<file path="src/rtl/core/sfpr_pkg.sv">
// Shared types and constants for the sync-framed packet router.
// Holds the command word passed from the parser to the result sequencer.
// No dependencies.
`timescale 1ns / 1ps

package sfpr_pkg;

	localparam logic [7:0] SYNC_FIRST   = 8'h11;
	localparam logic [7:0] SYNC_SECOND  = 8'hAA;
	localparam logic [7:0] CONSOLE_EP   = 8'hFF;
	localparam logic [7:0] NEWLINE_BYTE = 8'h0A;

	localparam logic [1:0] ROUTE_LOCAL   = 2'd0;
	localparam logic [1:0] ROUTE_CONSOLE = 2'd1;
	localparam logic [1:0] ROUTE_FORWARD = 2'd2;
	localparam logic [1:0] ROUTE_SILENT  = 2'd3;

	localparam logic CFG_DEVICE_ID = 1'b0;
	localparam logic CFG_IS_ROUTER = 1'b1;

	// Command kinds: how many result beats a command expands into and how.
	localparam logic [2:0] KIND_DATA    = 3'd0; // one data beat
	localparam logic [2:0] KIND_EMPTY   = 3'd1; // empty marker for a local packet
	localparam logic [2:0] KIND_NL      = 3'd2; // newline only
	localparam logic [2:0] KIND_DATA_NL = 3'd3; // data beat, then newline
	localparam logic [2:0] KIND_HDR     = 3'd4; // sync, sync, endpoint, length

	typedef struct packed {
		logic [1:0] route;
		logic [2:0] kind;
		logic [7:0] data;
		logic [7:0] ep;
		logic       last;
	} cmd_t;

endpackage

</file>
<file path="src/rtl/core/sfpr_front.sv">
// Frame parser: hunts for sync, reads endpoint and length, picks the route
// and issues one command per byte that produces results. Uses sfpr_pkg.
`timescale 1ns / 1ps

module sfpr_front
	import sfpr_pkg::*;
(
	input  logic       clk,
	input  logic       arst_n,
	input  logic       in_valid,
	output logic       in_ready,
	input  logic [7:0] rx_byte,
	input  logic       cfg_valid,
	output logic       cfg_ready,
	input  logic       cfg_index,
	input  logic [7:0] cfg_data,
	output logic       cmd_valid,
	input  logic       cmd_ready,
	output cmd_t       cmd
);

	localparam logic [2:0] PH_HUNT = 3'd0;
	localparam logic [2:0] PH_SEEN = 3'd1;
	localparam logic [2:0] PH_EP   = 3'd2;
	localparam logic [2:0] PH_LEN  = 3'd3;
	localparam logic [2:0] PH_DATA = 3'd4;

	logic [7:0] device_id_q;
	logic       is_router_q;
	logic [2:0] phase_q;
	logic [7:0] ep_q;
	logic [7:0] left_q;
	logic [1:0] route_q;

	logic       accept;
	logic       emit;
	logic [2:0] phase_d;
	logic [1:0] len_route;
	logic       final_byte;

	assign cfg_ready = 1'b1;
	// The queue must have room before a byte is taken.
	assign in_ready  = cmd_ready;
	assign accept    = in_valid && in_ready;
	assign cmd_valid = accept && emit;

	always_comb begin
		if (ep_q == device_id_q) begin
			len_route = ROUTE_LOCAL;
		end else if (is_router_q && ep_q == CONSOLE_EP) begin
			len_route = ROUTE_CONSOLE;
		end else if (is_router_q) begin
			len_route = ROUTE_FORWARD;
		end else begin
			len_route = ROUTE_SILENT;
		end
	end

	assign final_byte = (left_q <= 8'd1);

	always_comb begin
		emit      = 1'b0;
		phase_d   = phase_q;
		cmd.route = route_q;
		cmd.kind  = KIND_DATA;
		cmd.data  = rx_byte;
		cmd.ep    = ep_q;
		cmd.last  = 1'b0;
		case (phase_q)
			PH_SEEN: begin
				if (rx_byte == SYNC_SECOND) begin
					phase_d = PH_EP;
				end else if (rx_byte == SYNC_FIRST) begin
					phase_d = PH_SEEN;
				end else begin
					phase_d = PH_HUNT;
				end
			end
			PH_EP: begin
				phase_d = PH_LEN;
			end
			PH_LEN: begin
				cmd.route = len_route;
				cmd.last  = (rx_byte == 8'd0);
				if (len_route == ROUTE_FORWARD) begin
					emit     = 1'b1;
					cmd.kind = KIND_HDR;
				end else if (rx_byte == 8'd0 && len_route == ROUTE_LOCAL) begin
					emit     = 1'b1;
					cmd.kind = KIND_EMPTY;
					cmd.data = 8'd0;
				end else if (rx_byte == 8'd0 && len_route == ROUTE_CONSOLE) begin
					emit     = 1'b1;
					cmd.kind = KIND_NL;
					cmd.data = NEWLINE_BYTE;
				end
				phase_d = (rx_byte == 8'd0) ? PH_HUNT : PH_DATA;
			end
			PH_DATA: begin
				emit = (route_q != ROUTE_SILENT);
				if (route_q == ROUTE_CONSOLE) begin
					cmd.kind = final_byte ? KIND_DATA_NL : KIND_DATA;
				end else begin
					cmd.last = final_byte;
				end
				if (final_byte) begin
					phase_d = PH_HUNT;
				end
			end
			default: begin
				phase_d = (rx_byte == SYNC_FIRST) ? PH_SEEN : PH_HUNT;
			end
		endcase
	end

	always_ff @(posedge clk or negedge arst_n) begin
		if (!arst_n) begin
			device_id_q <= 8'd0;
			is_router_q <= 1'b0;
			phase_q     <= PH_HUNT;
			ep_q        <= 8'd0;
			left_q      <= 8'd0;
			route_q     <= ROUTE_LOCAL;
		end else begin
			if (cfg_valid && cfg_ready) begin
				case (cfg_index)
					CFG_DEVICE_ID: device_id_q <= cfg_data;
					CFG_IS_ROUTER: is_router_q <= cfg_data[0];
					default: ;
				endcase
			end
			if (accept) begin
				phase_q <= phase_d;
				if (phase_q == PH_EP) begin
					ep_q <= rx_byte;
				end
				if (phase_q == PH_LEN) begin
					left_q  <= rx_byte;
					route_q <= len_route;
				end
				if (phase_q == PH_DATA) begin
					left_q <= final_byte ? 8'd0 : left_q - 8'd1;
				end
			end
		end
	end

endmodule

</file>
<file path="src/rtl/core/sfpr_fifo.sv">
// Short command queue between the parser and the result sequencer.
// Register-based, first-word fall-through. Uses sfpr_pkg for cmd_t.
`timescale 1ns / 1ps

module sfpr_fifo
	import sfpr_pkg::*;
#(
	parameter int DEPTH = 4
) (
	input  logic clk,
	input  logic arst_n,
	input  logic wr_valid,
	output logic wr_ready,
	input  cmd_t wr_data,
	output logic rd_valid,
	input  logic rd_ready,
	output cmd_t rd_data
);

	localparam int PTR_W = (DEPTH > 1) ? $clog2(DEPTH) : 1;
	localparam int CNT_W = $clog2(DEPTH + 1);

	cmd_t             entry_q [DEPTH];
	logic [PTR_W-1:0] wr_ptr_q;
	logic [PTR_W-1:0] rd_ptr_q;
	logic [CNT_W-1:0] count_q;
	logic             push;
	logic             pop;

	assign wr_ready = (count_q != CNT_W'(DEPTH));
	assign rd_valid = (count_q != '0);
	assign rd_data  = entry_q[rd_ptr_q];
	assign push     = wr_valid && wr_ready;
	assign pop      = rd_valid && rd_ready;

	always_ff @(posedge clk) begin
		if (push) begin
			entry_q[wr_ptr_q] <= wr_data;
		end
	end

	always_ff @(posedge clk or negedge arst_n) begin
		if (!arst_n) begin
			wr_ptr_q <= '0;
			rd_ptr_q <= '0;
			count_q  <= '0;
		end else begin
			if (push) begin
				wr_ptr_q <= (wr_ptr_q == PTR_W'(DEPTH - 1)) ? '0 : wr_ptr_q + 1'b1;
			end
			if (pop) begin
				rd_ptr_q <= (rd_ptr_q == PTR_W'(DEPTH - 1)) ? '0 : rd_ptr_q + 1'b1;
			end
			if (push && !pop) begin
				count_q <= count_q + 1'b1;
			end else if (pop && !push) begin
				count_q <= count_q - 1'b1;
			end
		end
	end

endmodule

</file>
<file path="src/rtl/core/sfpr_back.sv">
// Result sequencer: expands each queued command into one to four result
// beats and holds them in an output register. Uses sfpr_pkg.
`timescale 1ns / 1ps

module sfpr_back
	import sfpr_pkg::*;
(
	input  logic       clk,
	input  logic       arst_n,
	input  logic       cmd_valid,
	output logic       cmd_ready,
	input  cmd_t       cmd,
	output logic       out_valid,
	input  logic       out_ready,
	output logic [1:0] route,
	output logic [7:0] out_byte,
	output logic [7:0] endpoint,
	output logic       last,
	output logic       empty_res
);

	logic [1:0] idx_q;
	logic       out_valid_q;
	logic [1:0] route_q;
	logic [7:0] byte_q;
	logic [7:0] ep_q;
	logic       last_q;
	logic       empty_q;

	logic       load;
	logic       final_beat;
	logic [7:0] res_byte;
	logic       res_last;
	logic       res_empty;

	assign load      = cmd_valid && (!out_valid_q || out_ready);
	assign cmd_ready = load && final_beat;

	always_comb begin
		res_byte   = cmd.data;
		res_last   = cmd.last;
		res_empty  = 1'b0;
		final_beat = 1'b1;
		case (cmd.kind)
			KIND_DATA: ;
			KIND_EMPTY: begin
				res_byte  = 8'd0;
				res_last  = 1'b1;
				res_empty = 1'b1;
			end
			KIND_NL: begin
				res_byte = NEWLINE_BYTE;
				res_last = 1'b1;
			end
			KIND_DATA_NL: begin
				final_beat = (idx_q == 2'd1);
				res_byte   = final_beat ? NEWLINE_BYTE : cmd.data;
				res_last   = final_beat;
			end
			KIND_HDR: begin
				final_beat = (idx_q == 2'd3);
				res_last   = final_beat && cmd.last;
				case (idx_q)
					2'd0:    res_byte = SYNC_FIRST;
					2'd1:    res_byte = SYNC_SECOND;
					2'd2:    res_byte = cmd.ep;
					default: res_byte = cmd.data;
				endcase
			end
			default: ;
		endcase
	end

	always_ff @(posedge clk or negedge arst_n) begin
		if (!arst_n) begin
			idx_q       <= 2'd0;
			out_valid_q <= 1'b0;
		end else begin
			if (load) begin
				out_valid_q <= 1'b1;
				idx_q       <= final_beat ? 2'd0 : idx_q + 2'd1;
			end else if (out_ready) begin
				out_valid_q <= 1'b0;
			end
		end
	end

	always_ff @(posedge clk) begin
		if (load) begin
			route_q <= cmd.route;
			byte_q  <= res_byte;
			ep_q    <= cmd.ep;
			last_q  <= res_last;
			empty_q <= res_empty;
		end
	end

	assign out_valid = out_valid_q;
	assign route     = route_q;
	assign out_byte  = byte_q;
	assign endpoint  = ep_q;
	assign last      = last_q;
	assign empty_res = empty_q;

endmodule

</file>
<file path="src/rtl/core/sync_framed_packet_router.sv">
// Top level of the sync-framed packet router: parser, command queue and
// result sequencer. Depends on sfpr_pkg, sfpr_front, sfpr_fifo, sfpr_back.
`timescale 1ns / 1ps

// The router takes one received link byte per beat on the input channel and
// can accept a byte in every clock cycle while the command queue has room.
// It hunts for the sync pair 0x11 0xAA (a repeated 0x11 keeps the hunt armed),
// then reads an endpoint byte, a length byte and that many payload bytes. The
// route is fixed when the length byte arrives: an endpoint equal to device_id
// is delivered locally (route 0); with is_router set, endpoint 255 goes to the
// console (route 1) with a newline beat after the payload, and any other
// endpoint is forwarded (route 2) with the sync pair, endpoint and length
// emitted as header beats before the data. Everything else is dropped. A
// zero-length local packet gives a single beat with empty_res set. The output
// side delivers one result beat per cycle while out_ready is high, from a
// registered output stage; a forwarded length byte makes four beats, and the
// command queue (QUEUE_DEPTH entries) absorbs these bursts so the input keeps
// flowing while it has room. Each command passes through the queue and its
// result beat is then registered in the output stage. Configuration (index 0
// device_id, index 1 is_router) is always ready and should be written only
// while the block is idle.
module sync_framed_packet_router
	import sfpr_pkg::*;
#(
	parameter int QUEUE_DEPTH = 4
) (
	input  logic       clk,
	input  logic       arst_n,
	// Received byte channel.
	input  logic       in_valid,
	output logic       in_ready,
	input  logic [7:0] rx_byte,
	// Configuration write channel.
	input  logic       cfg_valid,
	output logic       cfg_ready,
	input  logic       cfg_index,
	input  logic [7:0] cfg_data,
	// Result channel.
	output logic       out_valid,
	input  logic       out_ready,
	output logic [1:0] route,
	output logic [7:0] out_byte,
	output logic [7:0] endpoint,
	output logic       last,
	output logic       empty_res
);

	// Commands from the parser into the queue.
	logic push_valid;
	logic push_ready;
	cmd_t push_cmd;

	// Commands from the queue into the sequencer.
	logic head_valid;
	logic head_ready;
	cmd_t head_cmd;

	// The parser classifies each byte and issues at most one command for it.
	sfpr_front u_front (
		.clk       (clk),
		.arst_n    (arst_n),
		.in_valid  (in_valid),
		.in_ready  (in_ready),
		.rx_byte   (rx_byte),
		.cfg_valid (cfg_valid),
		.cfg_ready (cfg_ready),
		.cfg_index (cfg_index),
		.cfg_data  (cfg_data),
		.cmd_valid (push_valid),
		.cmd_ready (push_ready),
		.cmd       (push_cmd)
	);

	// The queue lets the parser run ahead while the output is busy with a
	// multi-beat command or stalled by the consumer.
	sfpr_fifo #(
		.DEPTH (QUEUE_DEPTH)
	) u_fifo (
		.clk      (clk),
		.arst_n   (arst_n),
		.wr_valid (push_valid),
		.wr_ready (push_ready),
		.wr_data  (push_cmd),
		.rd_valid (head_valid),
		.rd_ready (head_ready),
		.rd_data  (head_cmd)
	);

	// The sequencer walks each command beat by beat into the output register.
	sfpr_back u_back (
		.clk       (clk),
		.arst_n    (arst_n),
		.cmd_valid (head_valid),
		.cmd_ready (head_ready),
		.cmd       (head_cmd),
		.out_valid (out_valid),
		.out_ready (out_ready),
		.route     (route),
		.out_byte  (out_byte),
		.endpoint  (endpoint),
		.last      (last),
		.empty_res (empty_res)
	);

endmodule

</file>
<file path="config.mk">
export PLATFORM = sky130hd
export DESIGN_NAME = sync_framed_packet_router
export DESIGN_NICKNAME = d
export VERILOG_FILES = /design/src/rtl/core/sfpr_pkg.sv /design/src/rtl/core/sfpr_front.sv /design/src/rtl/core/sfpr_fifo.sv /design/src/rtl/core/sfpr_back.sv /design/src/rtl/core/sync_framed_packet_router.sv
export SDC_FILE = /design/constraint.sdc
export NUM_CORES = 1
export LEC_CHECK = 0
export BUFFER_PORTS_ARGS = -buffer_cell sky130_fd_sc_hd__buf_4
export CAP_MARGIN = 40
export CORE_MARGIN = 3
export CORE_UTILIZATION = 25
export DETAILED_ROUTE_END_ITERATION = 12
export HOLD_SLACK_MARGIN = 0.15
export PLACE_DENSITY = 0.46
export SYNTH_ARGS = -nofsm -noshare
export SYNTH_HDL_FRONTEND = slang
export SYNTH_SLANG_ARGS = --single-unit
</file>
<file path="constraint.sdc">
create_clock -name clk -period 11.31 [get_ports clk]
set_input_delay 1.131 -clock clk [delete_from_list [all_inputs] [get_ports clk]]
set_output_delay 1.131 -clock clk [all_outputs]
set_load 0.005 [all_outputs]
</file>
==> run_results.csv <==
group,metric,value,unit
outcome,status,"completed",
placed_design,dp_hpwl,9.76,mm
synthesis,ys_seq_elements,148,
sta,clock_skew,0.00941,ns
die,core,0.0253,mm^2
route,drcViolationCount,0,
synthesis,synth_area_leaders,"edfxtp_1, dfrtp_1, mux4_2",
sta,max_freq,0.283,GHz
hold_path,hold_class,"flop to flop",
clock_network,worstSkewPairLatency,0.42,ns
route,drt_iter0_markers,209,
clock_network,clk_path_buf_depth,2,
finish,drive_gt1_frac,0.295,
global_routing,grt_pass1_wl,22.2,mm
clock_network,tritoncts,"built",
finish,antennaDiodeCount,0,
route,wl,14.0,mm
clock_network,cts.sinks,148,
sta,worst_pin_slew,0.824,ns
setup_path,end_kind,"flop",
die,die_area,0.0277,mm^2
placed_design,place.port_buffers,43,
clock_network,htree_num_levels,4,
sta,fin_setup_tns,0,ns
placed_design,gp_congestion,0.803,
synthesis,synth_cell_types,62,
pwr,leakage,2.81,nW
die,row_count,58,
global_routing,grt_max_degree,41,
clock_network,cts_root_buf,"clkbuf_16",
route,wl_per_cell,17.2,um
clock_network,cts_resized,0,
route,viasPerCell,4.54,
synthesis,synth_edf_count,108,
setup_path,critPathMaxFanout,6,
synthesis,ys_warn_count,0,
die,initial_core_util,0.255,
pwr,p_per_area,246,mW/mm^2
global_routing,overflow,0,
synthesis,synthArstFlopShare,0.270,
sta,relSlewSlack,0.448,
clock_network,hold_buffers,0,
clock_network,numCtsBuffers,17,
synthesis,yosys.area.top_type,"edfxtp_1",
sta,rsz0062_at_grt,"false",
route,routed-via-count,3697,
synthesis,synth_top_area_frac,0.504,
run,maxCapViolCount,0,
setup_path,crit_arrival,3.87,ns
sta,fin_crit_sh,0.312,
synthesis,syn_area,0.00643,mm^2
route,ant_nets,0,
setup_path,crit_type,"input port to flop",
global_routing,grtUsageTotal,0.105,
synthesis,syn_inst,422,
global_routing,antenna_found_initial,0,
synthesis,synth_ff_type,"edfxtp_1",
finish,syn_to_final_growth,20.3,%
clock_network,cts.clk_slew.worst_paths,0.06,ns
die,die_w,166,um
synthesis,syn_nets,457,
sta,setup_viol,0,
route,firstDrtPassIters,4,
sta,finalHoldViolCount,0,
sta,slew_viol_final,0,
clock_network,post_cts_buffers,0,
setup_path,critPathRequiredTime,11.65,ns
synthesis,syn_area_per_cell,15.2,um^2
global_routing,grt_pass1_vias,3850,
die,ios,45,
die,die_y,166,um
pwr,ir_drop,0.119,mV
sta,fin_crit,3.53,ns
synthesis,seq_area_frac_synth,0.660,
finish,layout.nets,507,
placed_design,place_ws,7.35,ns
sta,fin_ws,7.78,ns
setup_path,worstSetupStartpointType,"input port",
## synthesized netlist by cell type, drive strengths merged, types with 3 or more instances
cell	count
edfxtp	108
o21ai	21
nand2	24
a21oi	16
clkbuf	11
and2	4
nor2b	6
or2	5
nand2b	3
inv	21
o22ai	6
mux4	22
ha	12
o211ai	3
buf	9
dfrtp	40
mux2	22
nand4	5
nor3	6
nor3b	6
nor4	3
or3b	3
nand3	7
nor2	12
xnor2	9
nor4b	3
a221oi	3
## critical path, cell delays in order
cell and delay [ns]:
buf_4 0.13, or4_1 0.56, nor4_2 0.31, and2_1 0.29, a211oi_1 0.22, nor2_1 0.18, ha_1 0.20, inv_1 0.06
fa_1 0.38, xor2_1 0.15, nor2_1 0.11, xor2_1 0.15
## flip-flops by register name, summed over array words and instances (netlist names)
register             cells
u_fifo.entry_q          88
u_back.endpoint          8
u_back.out_byte          8
u_front.device_id_q      8
u_front.ep_q             8
u_front.left_q           8
u_fifo.count_q           3
u_front.phase_q          3
u_back.idx_q             2
u_back.route             2
u_fifo.rd_ptr_q          2
u_fifo.wr_ptr_q          2
u_front.route_q          2
u_back.empty_res         1
u_back.last              1
u_back.out_valid         1
u_front.is_router_q      1
## through the flow
stage	area [um^2]	power (W)	cells	util	hold WS [ns]
6_report	7740	0.00190	815	0.306	0.486
5_1_grt	7740	0.00201	815	0.306	0.548
4_1_cts	7740	0.00193	815	0.306	0.491
3_5_place_dp	7160	0.00137	783	0.283	0.482
3_3_place_gp	7160	0.00135	783	0.283	0.477
2_1_floorplan	6430	0.00116	422	-	0.457
## power breakdown
part           internal, W  switching, W
combinational     0.000258      0.000281
clock             0.000326      0.000229
sequential        0.000719     0.0000897
## path summary, 6_finish.rpt
path                       depth (start not counted)                      to         startpoint  slack, ns
setup / recovery                                  12       u_fifo.count_q[2]         rx_byte[1]       7.78
hold / removal                                     1       u_fifo.count_q[2]  u_fifo.count_q[2]       0.49
setup reg to reg                                   9       u_fifo.count_q[1]    u_front.ep_q[4]       7.97
hold reg to reg                                    1       u_fifo.count_q[2]  u_fifo.count_q[2]       0.49
max in group asynchronous                          1  u_front.device_id_q[7]             arst_n      10.19
min in group asynchronous                          1         u_back.idx_q[1]             arst_n       0.70
## cells in the final DEF, fill, tap and decap left out, drive strengths merged, types with 3 or more instances in the layout
cell type / Yosys / routed
o22ai: 6 / 6
xnor2: 9 / 9
a221oi: 3 / 3
nand4: 5 / 5
mux4: 22 / 22
nor4: 3 / 3
dfrtp: 40 / 40
nand2: 24 / 24
inv: 21 / 25
o21ai: 21 / 21
clkinv: 0 / 7
edfxtp: 108 / 108
or2: 5 / 5
nor3: 6 / 6
a21oi: 16 / 16
or3b: 3 / 3
nor4b: 3 / 3
buf: 9 / 51
nor2b: 6 / 6
and2: 4 / 4
nand2b: 3 / 3
nor2: 12 / 12
mux2: 22 / 22
nand3: 7 / 7
o211ai: 3 / 3
clkbuf: 11 / 17
ha: 12 / 12
nor3b: 6 / 6
## cells by family after synthesis
group	count (synthesis)	share of synthesized area
multiplexers	44	0.117
other	1	0.000583
AND/OR/NAND/NOR	96	0.0866
adder cells (fa/ha/maj)	13	0.0265
flip-flops	148	0.660
buffers and inverters	41	0.0268
XOR/XNOR	11	0.0150
AO/OA/AOI/OAI	68	0.0679
## cell type report
type                       count  area (um^2)
fill                        2525        17500
sequential                   148         4240
tap                          330          413
timing repair buffer          51          383
clock inverter                15          155
clock buffer                  17          425
multi-input combinational    233         2040
inverter                      21         78.8
## layer usage
metal	vias up	GRT usage	routed length (um)
li1	1727	-	-
met4	0	0.0334	206
met1	1886	0.138	6600
met5	-	0	0
met2	66	0.171	6750
met3	18	0.0274	478
Note: power is estimated with default switching activity, not from simulation.
